`src/rtl/core/sha1bs_pkg.sv`:
```
`default_nettype none
package sha1bs_pkg;

  typedef enum logic [2:0] {
    S_IDLE,
    S_ROUND,
    S_FOLD,
    S_PAD,
    S_OUT
  } sha1bs_state_e;

  // working variables a..e
  typedef struct packed {
    logic [31:0] a;
    logic [31:0] b;
    logic [31:0] c;
    logic [31:0] d;
    logic [31:0] e;
  } sha1bs_wv_t;

  localparam logic [31:0] H0 = 32'h67452301;
  localparam logic [31:0] H1 = 32'hEFCDAB89;
  localparam logic [31:0] H2 = 32'h98BADCFE;
  localparam logic [31:0] H3 = 32'h10325476;
  localparam logic [31:0] H4 = 32'hC3D2E1F0;

  localparam logic [31:0] K0 = 32'h5A827999;
  localparam logic [31:0] K1 = 32'h6ED9EBA1;
  localparam logic [31:0] K2 = 32'h8F1BBCDC;
  localparam logic [31:0] K3 = 32'hCA62C1D6;

  localparam logic [7:0] PAD_BYTE = 8'h80;

  localparam logic [6:0] LAST_ROUND = 7'd79;
  localparam int unsigned NUM_WORDS = 5;

  function automatic logic [31:0] rotl1(input logic [31:0] v);
    return {v[30:0], v[31]};
  endfunction

endpackage
`default_nettype wire

```
`src/rtl/core/sha1bs_round.sv`:
```
`default_nettype none
// One SHA-1 round: f/K select by round number, five-operand add.
module sha1bs_round (
  input  var sha1bs_pkg::sha1bs_wv_t wv_i,
  input  var logic [6:0]             rnd_i,
  input  var logic [31:0]            w_i,
  output var sha1bs_pkg::sha1bs_wv_t wv_o
);

  logic [31:0] f;
  logic [31:0] k;
  logic [31:0] t;

  always_comb begin
    if (rnd_i < 7'd20) begin
      f = (wv_i.b & wv_i.c) | (~wv_i.b & wv_i.d);
      k = sha1bs_pkg::K0;
    end else if (rnd_i < 7'd40) begin
      f = wv_i.b ^ wv_i.c ^ wv_i.d;
      k = sha1bs_pkg::K1;
    end else if (rnd_i < 7'd60) begin
      f = (wv_i.b & wv_i.c) | (wv_i.b & wv_i.d) | (wv_i.c & wv_i.d);
      k = sha1bs_pkg::K2;
    end else begin
      f = wv_i.b ^ wv_i.c ^ wv_i.d;
      k = sha1bs_pkg::K3;
    end
  end

  assign t = {wv_i.a[26:0], wv_i.a[31:27]} + f + wv_i.e + k + w_i;

  always_comb begin
    wv_o.a = t;
    wv_o.b = wv_i.a;
    wv_o.c = {wv_i.b[1:0], wv_i.b[31:2]};
    wv_o.d = wv_i.c;
    wv_o.e = wv_i.d;
  end

endmodule
`default_nettype wire

```
`src/rtl/core/sha1bs_core_top.sv`:
```
`default_nettype none
// Digest word select by word index.
module sha1bs_core_top (
  input  var logic [31:0] h0_i,
  input  var logic [31:0] h1_i,
  input  var logic [31:0] h2_i,
  input  var logic [31:0] h3_i,
  input  var logic [31:0] h4_i,
  input  var logic [2:0]  idx_i,
  output var logic [31:0] word_o
);

  always_comb begin
    unique case (idx_i)
      3'd0:    word_o = h0_i;
      3'd1:    word_o = h1_i;
      3'd2:    word_o = h2_i;
      3'd3:    word_o = h3_i;
      default: word_o = h4_i;
    endcase
  end

endmodule
`default_nettype wire

```
`src/rtl/core/sha1_byte_stream_hasher_core.sv`:
```
`default_nettype none
// SHA-1 over a byte stream.
//
//   channel  dir  handshake             payload
//   in       in   in_valid_i/in_stall_o data_byte_i, has_byte_i, end_of_message_i
//   out      out  out_valid_o/out_stall_i digest_word_o, word_index_o, last_word_o
//
// A byte item is taken while idle; the 64th byte of a block adds a compression
// (80 rounds through the single round unit, then the chaining fold).
// An end item pads one byte per cycle (into a second block when the pad
// spills past the first) and compresses each padded block, then
// offers the five digest words, one per cycle while out_stall_i is low.
// Reset loads the initial hash values and clears the byte count; no sweep.
// in_stall_o is high from an accepted block-ending item until its fold is
// done, and from an accepted end item until the last digest word is taken.
module sha1_byte_stream_hasher_core (
  input  var logic        clk_i,
  input  var logic        rst_ni,
  input  var logic        in_valid_i,
  output var logic        in_stall_o,
  input  var logic [7:0]  data_byte_i,
  input  var logic        has_byte_i,
  input  var logic        end_of_message_i,
  output var logic        out_valid_o,
  input  var logic        out_stall_i,
  output var logic [31:0] digest_word_o,
  output var logic [2:0]  word_index_o,
  output var logic        last_word_o
);

  sha1bs_pkg::sha1bs_state_e state_q, state_d;

  logic [31:0] blk_q [16];       // message schedule / byte gather line
  sha1bs_pkg::sha1bs_wv_t wv_q, wv_rnd;
  logic [31:0] h_q [5];
  logic [60:0] cnt_q;
  logic [5:0]  pos_q;
  logic [6:0]  rnd_q;
  logic [2:0]  idx_q;
  logic        end_pend_q;       // message end waiting behind a compression
  logic        pad_first_q;      // next pad byte is the 0x80 marker
  logic        pad_wrap_q;       // marker landed in 56..62: zero-fill to a fresh block
  logic        final_q;          // compression in flight is the last one

  logic        in_acc;
  logic        out_acc;
  logic        shift_byte;
  logic [7:0]  byte_in;
  logic        len_phase;
  logic [63:0] bits;
  logic [7:0]  len_byte;
  logic [31:0] w_cur;
  logic        pos_last;

  assign in_acc   = in_valid_i && (state_q == sha1bs_pkg::S_IDLE);
  assign out_acc  = out_valid_o && !out_stall_i;
  assign pos_last = (pos_q == 6'd63);

  assign bits      = {cnt_q, 3'b000};
  assign len_byte  = 8'(bits >> {3'd7 - pos_q[2:0], 3'b000});
  assign len_phase = !pad_first_q && !pad_wrap_q && (pos_q[5:3] == 3'd7);

  // round word: rotate the first 16, expand afterwards
  assign w_cur = (rnd_q < 7'd16) ? blk_q[0]
               : sha1bs_pkg::rotl1(blk_q[13] ^ blk_q[8] ^ blk_q[2] ^ blk_q[0]);

  sha1bs_round u_round (
    .wv_i  (wv_q),
    .rnd_i (rnd_q),
    .w_i   (w_cur),
    .wv_o  (wv_rnd)
  );

  sha1bs_core_top u_sel (
    .h0_i   (h_q[0]),
    .h1_i   (h_q[1]),
    .h2_i   (h_q[2]),
    .h3_i   (h_q[3]),
    .h4_i   (h_q[4]),
    .idx_i  (idx_q),
    .word_o (digest_word_o)
  );

  // next state
  always_comb begin
    state_d = state_q;
    unique case (state_q)
      sha1bs_pkg::S_IDLE: begin
        if (in_acc) begin
          if (has_byte_i && pos_last) state_d = sha1bs_pkg::S_ROUND;
          else if (end_of_message_i)  state_d = sha1bs_pkg::S_PAD;
        end
      end
      sha1bs_pkg::S_ROUND: begin
        if (rnd_q == sha1bs_pkg::LAST_ROUND) state_d = sha1bs_pkg::S_FOLD;
      end
      sha1bs_pkg::S_FOLD: begin
        if (final_q)         state_d = sha1bs_pkg::S_OUT;
        else if (end_pend_q) state_d = sha1bs_pkg::S_PAD;
        else                 state_d = sha1bs_pkg::S_IDLE;
      end
      sha1bs_pkg::S_PAD: begin
        if (pos_last) state_d = sha1bs_pkg::S_ROUND;
      end
      sha1bs_pkg::S_OUT: begin
        if (out_acc && last_word_o) state_d = sha1bs_pkg::S_IDLE;
      end
      default: state_d = sha1bs_pkg::S_IDLE;
    endcase
  end

  // outputs and byte path control
  always_comb begin
    in_stall_o  = (state_q != sha1bs_pkg::S_IDLE);
    out_valid_o = (state_q == sha1bs_pkg::S_OUT);
    shift_byte  = 1'b0;
    byte_in     = data_byte_i;
    unique case (state_q)
      sha1bs_pkg::S_IDLE: shift_byte = in_acc && has_byte_i;
      sha1bs_pkg::S_PAD: begin
        shift_byte = 1'b1;
        if (pad_first_q)    byte_in = sha1bs_pkg::PAD_BYTE;
        else if (len_phase) byte_in = len_byte;
        else                byte_in = 8'h00;
      end
      default: ;
    endcase
  end

  assign word_index_o = idx_q;
  assign last_word_o  = (idx_q == 3'(sha1bs_pkg::NUM_WORDS - 1));

  always_ff @(posedge clk_i or negedge rst_ni) begin
    if (!rst_ni) begin
      state_q     <= sha1bs_pkg::S_IDLE;
      h_q[0]      <= sha1bs_pkg::H0;
      h_q[1]      <= sha1bs_pkg::H1;
      h_q[2]      <= sha1bs_pkg::H2;
      h_q[3]      <= sha1bs_pkg::H3;
      h_q[4]      <= sha1bs_pkg::H4;
      cnt_q       <= '0;
      pos_q       <= '0;
      rnd_q       <= '0;
      idx_q       <= '0;
      end_pend_q  <= 1'b0;
      pad_first_q <= 1'b1;
      pad_wrap_q  <= 1'b0;
      final_q     <= 1'b0;
    end else begin
      state_q <= state_d;
      if (shift_byte) pos_q <= pos_q + 6'd1;
      if (state_q == sha1bs_pkg::S_IDLE && in_acc) begin
        if (has_byte_i) cnt_q <= cnt_q + 61'd1;
        end_pend_q <= end_of_message_i;
      end
      if (state_q == sha1bs_pkg::S_PAD) begin
        pad_first_q <= 1'b0;
        if (pad_first_q) pad_wrap_q <= (pos_q[5:3] == 3'd7) && !pos_last;
        else if (pos_last) pad_wrap_q <= 1'b0;
        if (pos_last && len_phase) final_q <= 1'b1;
      end
      if (state_q == sha1bs_pkg::S_ROUND) rnd_q <= rnd_q + 7'd1;
      if (state_q == sha1bs_pkg::S_FOLD) begin
        rnd_q  <= '0;
        h_q[0] <= h_q[0] + wv_q.a;
        h_q[1] <= h_q[1] + wv_q.b;
        h_q[2] <= h_q[2] + wv_q.c;
        h_q[3] <= h_q[3] + wv_q.d;
        h_q[4] <= h_q[4] + wv_q.e;
      end
      if (out_acc) begin
        if (last_word_o) begin
          // ready for the next message
          idx_q       <= '0;
          h_q[0]      <= sha1bs_pkg::H0;
          h_q[1]      <= sha1bs_pkg::H1;
          h_q[2]      <= sha1bs_pkg::H2;
          h_q[3]      <= sha1bs_pkg::H3;
          h_q[4]      <= sha1bs_pkg::H4;
          cnt_q       <= '0;
          pos_q       <= '0;
          end_pend_q  <= 1'b0;
          pad_first_q <= 1'b1;
          pad_wrap_q  <= 1'b0;
          final_q     <= 1'b0;
        end else begin
          idx_q <= idx_q + 3'd1;
        end
      end
    end
  end

  // block line and working variables
  always_ff @(posedge clk_i) begin
    if (shift_byte) begin
      for (int k = 0; k < 15; k++) blk_q[k] <= {blk_q[k][23:0], blk_q[k+1][31:24]};
      blk_q[15] <= {blk_q[15][23:0], byte_in};
    end else if (state_q == sha1bs_pkg::S_ROUND) begin
      for (int k = 0; k < 15; k++) blk_q[k] <= blk_q[k+1];
      blk_q[15] <= w_cur;
    end
    if (state_q == sha1bs_pkg::S_ROUND) begin
      wv_q <= wv_rnd;
    end else if (state_d == sha1bs_pkg::S_ROUND) begin
      // entering a compression: the block's last byte lands this same edge
      wv_q.a <= h_q[0];
      wv_q.b <= h_q[1];
      wv_q.c <= h_q[2];
      wv_q.d <= h_q[3];
      wv_q.e <= h_q[4];
    end
  end

endmodule
`default_nettype wire
```
`config.mk`:
```
export PLATFORM = sky130hd
export DESIGN_NAME = sha1_byte_stream_hasher_core
export DESIGN_NICKNAME = d
export VERILOG_FILES = /design/src/rtl/core/sha1bs_pkg.sv /design/src/rtl/core/sha1bs_round.sv /design/src/rtl/core/sha1bs_core_top.sv /design/src/rtl/core/sha1_byte_stream_hasher_core.sv
export SDC_FILE = /design/constraint.sdc
export NUM_CORES = 2
export LEC_CHECK = 0
export BUFFER_PORTS_ARGS = -buffer_cell sky130_fd_sc_hd__buf_2
export CAP_MARGIN = 20
export CORE_MARGIN = 1
export CORE_UTILIZATION = 37
export CTS_BUF_LIST = sky130_fd_sc_hd__clkbuf_8
export DETAILED_ROUTE_END_ITERATION = 8
export PLACE_DENSITY = 0.47
export SLEW_MARGIN = 20
export SYNTH_ARGS = -nofsm -noshare
export SYNTH_HDL_FRONTEND = slang
export SYNTH_SLANG_ARGS = --single-unit
```
`constraint.sdc`:
```
create_clock -name clk_i -period 18.5 [get_ports clk_i]
set_input_delay 2.775 -clock clk_i [delete_from_list [all_inputs] [get_ports clk_i]]
set_output_delay 2.775 -clock clk_i [all_outputs]
set_load 0.02 [all_outputs]
```
== Yosys cells after proc, flatten, opt, wreduce, memory -nomap -nowiden ==
Memories as Yosys holds them, arrays and structs flattened.
Cells that the tools add are included.
Storage, ports and cells
  memories: 1
  input bits: 14
  logic and storage cells: 171
  output and inout port bits: 38
  memory bits (writable): 512
  ROM bits: 0
  bits in latches: 0
  flip-flop bits (word level): 404
Memories
  blk_q: depth 16, width 32, read ports 16, clocked after Yosys merged registers in 0, wr ports 16, RTL line sha1_byte_stream_hasher_core.sv:33  | logic [31:0] blk_q [16];
Operators by class
  equal/unequal tests: 12
  bitwise logic cells: 29
  magnitude comparators: 4
  multiplexer cells: 72
  multipliers: 0
  reductions and logical operators: 19
  divide/modulo/power cells: 0
  add/subtract/negate cells: 14
  shifts and indexed selects: 1
Operators with widths (count)
  two-way mux 160 bit: 5
  two-way mux 32 bit: 22
  adder 32 bit: 9
  two-way mux 61 bit: 4
  XOR 32 bit: 5
  bitwise AND 32 bit: 4
  case mux 32 bit (4 select lines): 1
  bitwise OR 32 bit: 3
  right shift 64 x 6 -> 8 bit: 1
  adder 61 x 1 -> 61 bit, second input constant: 1
  inverter 32 bit: 1
  two-way mux 31 bit: 1
  two-way mux 3 bit: 8
  two-way mux 8 bit: 3
  two-way mux 1 bit: 20
  two-way mux 6 bit: 3
  bitwise OR 1 bit: 16
  case mux 3 bit (5 select lines): 1
  less-than comparator 7 x 5 -> 1 bit, second input constant: 2
  less-than comparator 7 x 6 -> 1 bit, second input constant: 2
  two-way mux 7 bit: 2
  == test 3 x 2 -> 1 bit, second input constant: 4
  logical AND 1 bit: 10
  == test 3 x 1 -> 1 bit, second input constant: 3
  13 further kinds: 20

== Longest topological paths before layout ==
  depth in word-level cells: 11
  depth in mapped cells: 24
  gate-level depth less buffers: 22

== By module ==
Synthesis repeated with hierarchy kept, for this count alone.
Second synthesis, totals
  cells, all modules: 6130
  area, all modules: 56331.5 sq um
Modules (own cells, without submodules)
  sha1_byte_stream_hasher_core: instances 1, area an instance 47944.7 sq um, seq. area each 26386.6 sq um, cells an instance 5164
  sha1bs_round: instances 1, area an instance 6608.8 sq um, seq. area each 0.0 sq um, cells an instance 779
  sha1bs_core_top: instances 1, area an instance 1778.0 sq um, seq. area each 0.0 sq um, cells an instance 187

== Least setup slack after synthesis ==
Ideal clock, no wire load.
  kind: in2reg
  from: input port in_valid_i
  to: register wv_q[0] (netlist name) (enable)
  data arrival time: 14393 ps
  setup slack: 3207 ps
  data required time: 17599 ps
  stages on the path: 6
  cell sequence: nor4b_4 > nand2_1 > o21ai_0 > nand2_1 > o211ai_1 > o21ai_0
Between the ends
  longest elaborated chain between the ends: 5
RTL lines
  from (decl): RTL line sha1_byte_stream_hasher_core.sv:19  | input var logic in_valid_i,
  logical AND 1 bit: RTL line sha1_byte_stream_hasher_core.sv:55  | assign in_acc = in_valid_i && (state_q == sha1bs_pkg::S_IDLE);
  two-way mux 3 bit: RTL line sha1_byte_stream_hasher_core.sv:89  | if (in_acc) begin
  case mux 3 bit (5 select lines): RTL line sha1_byte_stream_hasher_core.sv:87  | unique case (state_q)
  net state_d[1]: RTL line sha1_byte_stream_hasher_core.sv:31  | sha1bs_pkg::sha1bs_state_e state_q, state_d;
  == test 3 x 1 -> 1 bit: RTL line sha1_byte_stream_hasher_core.sv:204  | end else if (state_d == sha1bs_pkg::S_ROUND) begin
  nonzero test 2 bit (no source line)
  to (signal assigned): RTL line sha1_byte_stream_hasher_core.sv:203  | wv_q <= wv_rnd;
  to (decl): RTL line sha1_byte_stream_hasher_core.sv:34  | sha1bs_pkg::sha1bs_wv_t wv_q, wv_rnd;
The timed path passes the listed nets, and every way through them passes these cells.
A chain may end at the register's enable or synchronous reset.

== Final worst setup path ==
  from: register idx_q[0], in the netlist word_index_o[0]
  to: output port digest_word_o[16]
Between the ends
  longest elaborated chain between the ends: 2
  elaborated cells between the ends (all ways): 5
  those cells by class: eq/ne (3); mux (1); reduce/logical (1)
RTL lines
  from (decl): RTL line sha1_byte_stream_hasher_core.sv:39  | logic [2:0] idx_q;
  from (signal assigned): RTL line sha1_byte_stream_hasher_core.sv:187  | idx_q <= idx_q + 3'd1;
  == test 3 x 2 -> 1 bit, or another cell as far along: RTL line sha1bs_core_top.sv:14  | unique case (idx_i)
  case mux 32 bit (4 select lines) (*): RTL line sha1bs_core_top.sv:14
  to (decl): RTL line sha1_byte_stream_hasher_core.sv:26  | output var logic [31:0] digest_word_o,
Every way passes the cells marked *; elsewhere a longest branch is shown, timed or not.

==> flow_summary.ini <==
[status]
status = finished with violations
violations = design-rule violations

[worst_setup_path]
path_cells = inv_1 -> ha_1 -> nor2b_4 -> buf_4 -> or4_2 -> buf_4 -> a31oi_1 -> buf_2
slowest_stage = or4_2
reg2regPathDepth = 22
r2r_end = wv_q[159]
cp_common_cell = buf_4
critical_path_class = register to output pin
cp-end-kind = output pin
critPathLaunchType = register
cp_num_buf_inv = 4
critPathRequiredTime_ns = 15.73
r2r_start = rnd_q[4]
cpLargestDelayFamily = buffers and inverters
r2r_setup_slack_ns = 11.81
cp.arrival_ns = 4.44
critPathMaxStageDelay_ns = 0.96
crit_fanout = 50

[timing]
max-slew-margin-rel = 0.246
hold_violations = 0
setup_viol = 0
finalSetupTns_ns = 0
worst_pin_slew_ns = 1.12
final_max_slew_viol_count = 0
rsz0062_at_grt = no
fin_hold_ws_ns = 0.496
clock_skew_ns = 0.0663
fin_crit_sh = 0.390
fmax_mhz = 139
finalCriticalPeriod_ns = 7.21

[clock_tree]
numCtsBuffers = 177
clk_pin_slew_ns = 0.06
insertion_delay_ns = 0.92
ctsRootBufferMaster = clkbuf_8
tritoncts = yes
cts_resized = 0
cts.sinks = 916
cts_buffer_depth = 3
hold_buffers = 0
cts_setup_buffers = 0
h-tree-depth = 4

[synth]
synth_edf_count = 672
synth_cell_types = 83
ys_warn_count = 0
synth_ff_type = edfxtp_1
syn_inst = 5730
async_reset_ff_frac = 0.266
syn_nets = 6070
ys_ff_latch = 916
yosys-top-cells-area = edfxtp_1 (38%), nand2_1 (15%), dfrtp_1 (7.6%)
syn_area_um2 = 53600
synth_top_area_share = 0.377
synth_top_area_cell = edfxtp_1
syn_area_per_cell_um2 = 9.35
ys_seq_area_frac = 0.493

[die]
initial_core_util = 0.373
fp-row-count = 139
io_pins = 52
die-area_um2 = 146000
dieWidth_um = 382
core_area_um2 = 144000
chipHeight_um = 382

[route]
dr.first_iter.drc_count = 3321
drt.antenna.violating_nets = 0
drcViolationCount = 14
num_vias = 40637
viasPerCell = 5.21
wl_per_cell_um = 20.9
drt_wl_total_um = 163000
first_pass_iters = 9

[worst_hold_path]
hold_path_depth = 2
min_from = pad_first_q
min_path_type = register to register
hold_end = pad_first_q

[final_layout]
final_cell_mix = nand2_1 (2163), edfxtp_1 (672), o21ai_0 (245)
syn_to_final_growth_pct = 10.5
final_nets = 6087
layout-drive-gt1-share = 0.0829
layout_commonest_cell = nand2_1

[global_route]
grt_pass1_vias = 39777
grt_pass1_wl_um = 250000
grt.overflow.total = 0
grt_max_degree = 164
grt_usage = 0.223
antenna_found_initial = 5

[placement]
gp_congestion = 0.903
port_buffers = 51
hpwlAfterDp_um = 112000

[run]
maxCapViolCount = 0
## area by class of cell
| cell class | count | area [µm²] |
|---|---|---|
| well taps | 1903 | 2380 |
| repair buffers | 107 | 718 |
| inverters | 175 | 657 |
| fillers | 14342 | 84500 |
| multi-input cells | 4370 | 25600 |
| clock buffers | 198 | 2730 |
| diodes | 3 | 7.51 |
| clock inverters | 131 | 728 |
| flip-flops and latches | 916 | 26400 |
## registers in the layout (all words and copies together) (netlist names)
register,cells
blk_q,512
rnd_q,7
wv_q,160
cnt_q,61
pad_wrap_q,1
h_q,160
state_q,3
end_pend_q,1
pos_q,6
final_q,1
word_index_o,3
pad_first_q,1
## per-stage QoR
stage / utilization / worst slack, ns / std cells / area [µm²]
2_1_floorplan: - / 3.21 / 5730 / 53600
3_3_place_gp: 0.388 / 10.81 / 7470 / 55700
3_5_place_dp: 0.388 / 11.11 / 7470 / 55700
4_1_cts: 0.412 / 11.13 / 7799 / 59200
5_1_grt: 0.412 / 11.13 / 7802 / 59200
6_report: 0.412 / 11.29 / 7803 / 59200
## routing by layer
| layer | track usage | vias to the layer above | share of wire |
|---|---|---|---|
| met1 | 0.325 | 19823 | 0.48 |
| li1 | - | 19663 | - |
| met5 | 0 | - | 0 |
| met3 | 0.0355 | 229 | 0.050 |
| met4 | 0.0597 | 0 | 0.022 |
| met2 | 0.344 | 922 | 0.45 |
## synth_stat cells, types with 23 or more instances
cell and n:
a211oi_1 30, a21o_1 81, a21oi_1 240, a22oi_1 67, a31oi_1 52, and3_1 37, buf_1 23, clkbuf_1 241
dfrtp_1 163, dfstp_2 81, edfxtp_1 672, fa_1 117, ha_1 209, inv_1 175, mux2i_1 43, nand2_1 2165
nand2b_1 29, nand3_1 79, nor2_1 224, nor3_1 44, o211ai_1 63, o21a_1 23, o21ai_0 249, or3_1 30
xnor2_1 201, xor2_1 115
## how the worst max path moves through the flow
stage	from	to	slack, ns	cells past startpoint
after floorplan	in_valid_i	wv_q[0]	3.21	6
after global routing	word_index_o[0]	digest_word_o[16]	11.13	8
after CTS	word_index_o[0]	digest_word_o[16]	11.13	8
after global placement	in_valid_i	blk_q[1][130]	10.81	7
final	word_index_o[0]	digest_word_o[16]	11.29	8
after detailed placement	in_valid_i	blk_q[0][138]	11.11	7
## worst reg2reg max path: stages, from the launching register on
cell,delay (ns)
dfrtp_1,0.45
o21ai_0,0.13
nand2_1,0.08
buf_4,0.56
inv_1,0.28
nor2_2,0.15
buf_4,0.40
inv_1,0.54
fa_1,0.66
inv_1,0.05
fa_1,0.50
fa_1,0.43
ha_1,0.36
a21o_1,0.18
a21o_1,0.17
a21o_1,0.17
a21o_1,0.18
a21oi_1,0.31
nand2_1,0.09
o211a_1,0.27
o211ai_1,0.23
and3_1,0.19
o31ai_1,0.06
## logic make-up (layout without fill, tap and decap cells)
group,after synthesis,in the layout,synth area share
XOR/XNOR,316,316,0.0517
AND/OR/NAND/NOR,2719,2719,0.205
adder cells (fa/ha/maj),326,326,0.0926
buffers and inverters,444,611,0.0316
multiplexers,62,62,0.0148
other,0,3,0
flip-flops,916,916,0.493
AO/OA/AOI/OAI,947,947,0.112
Power is left out: the tool's default activity adds up to more than one toggle a clock period on the data nets, which glitch-free logic cannot reach.
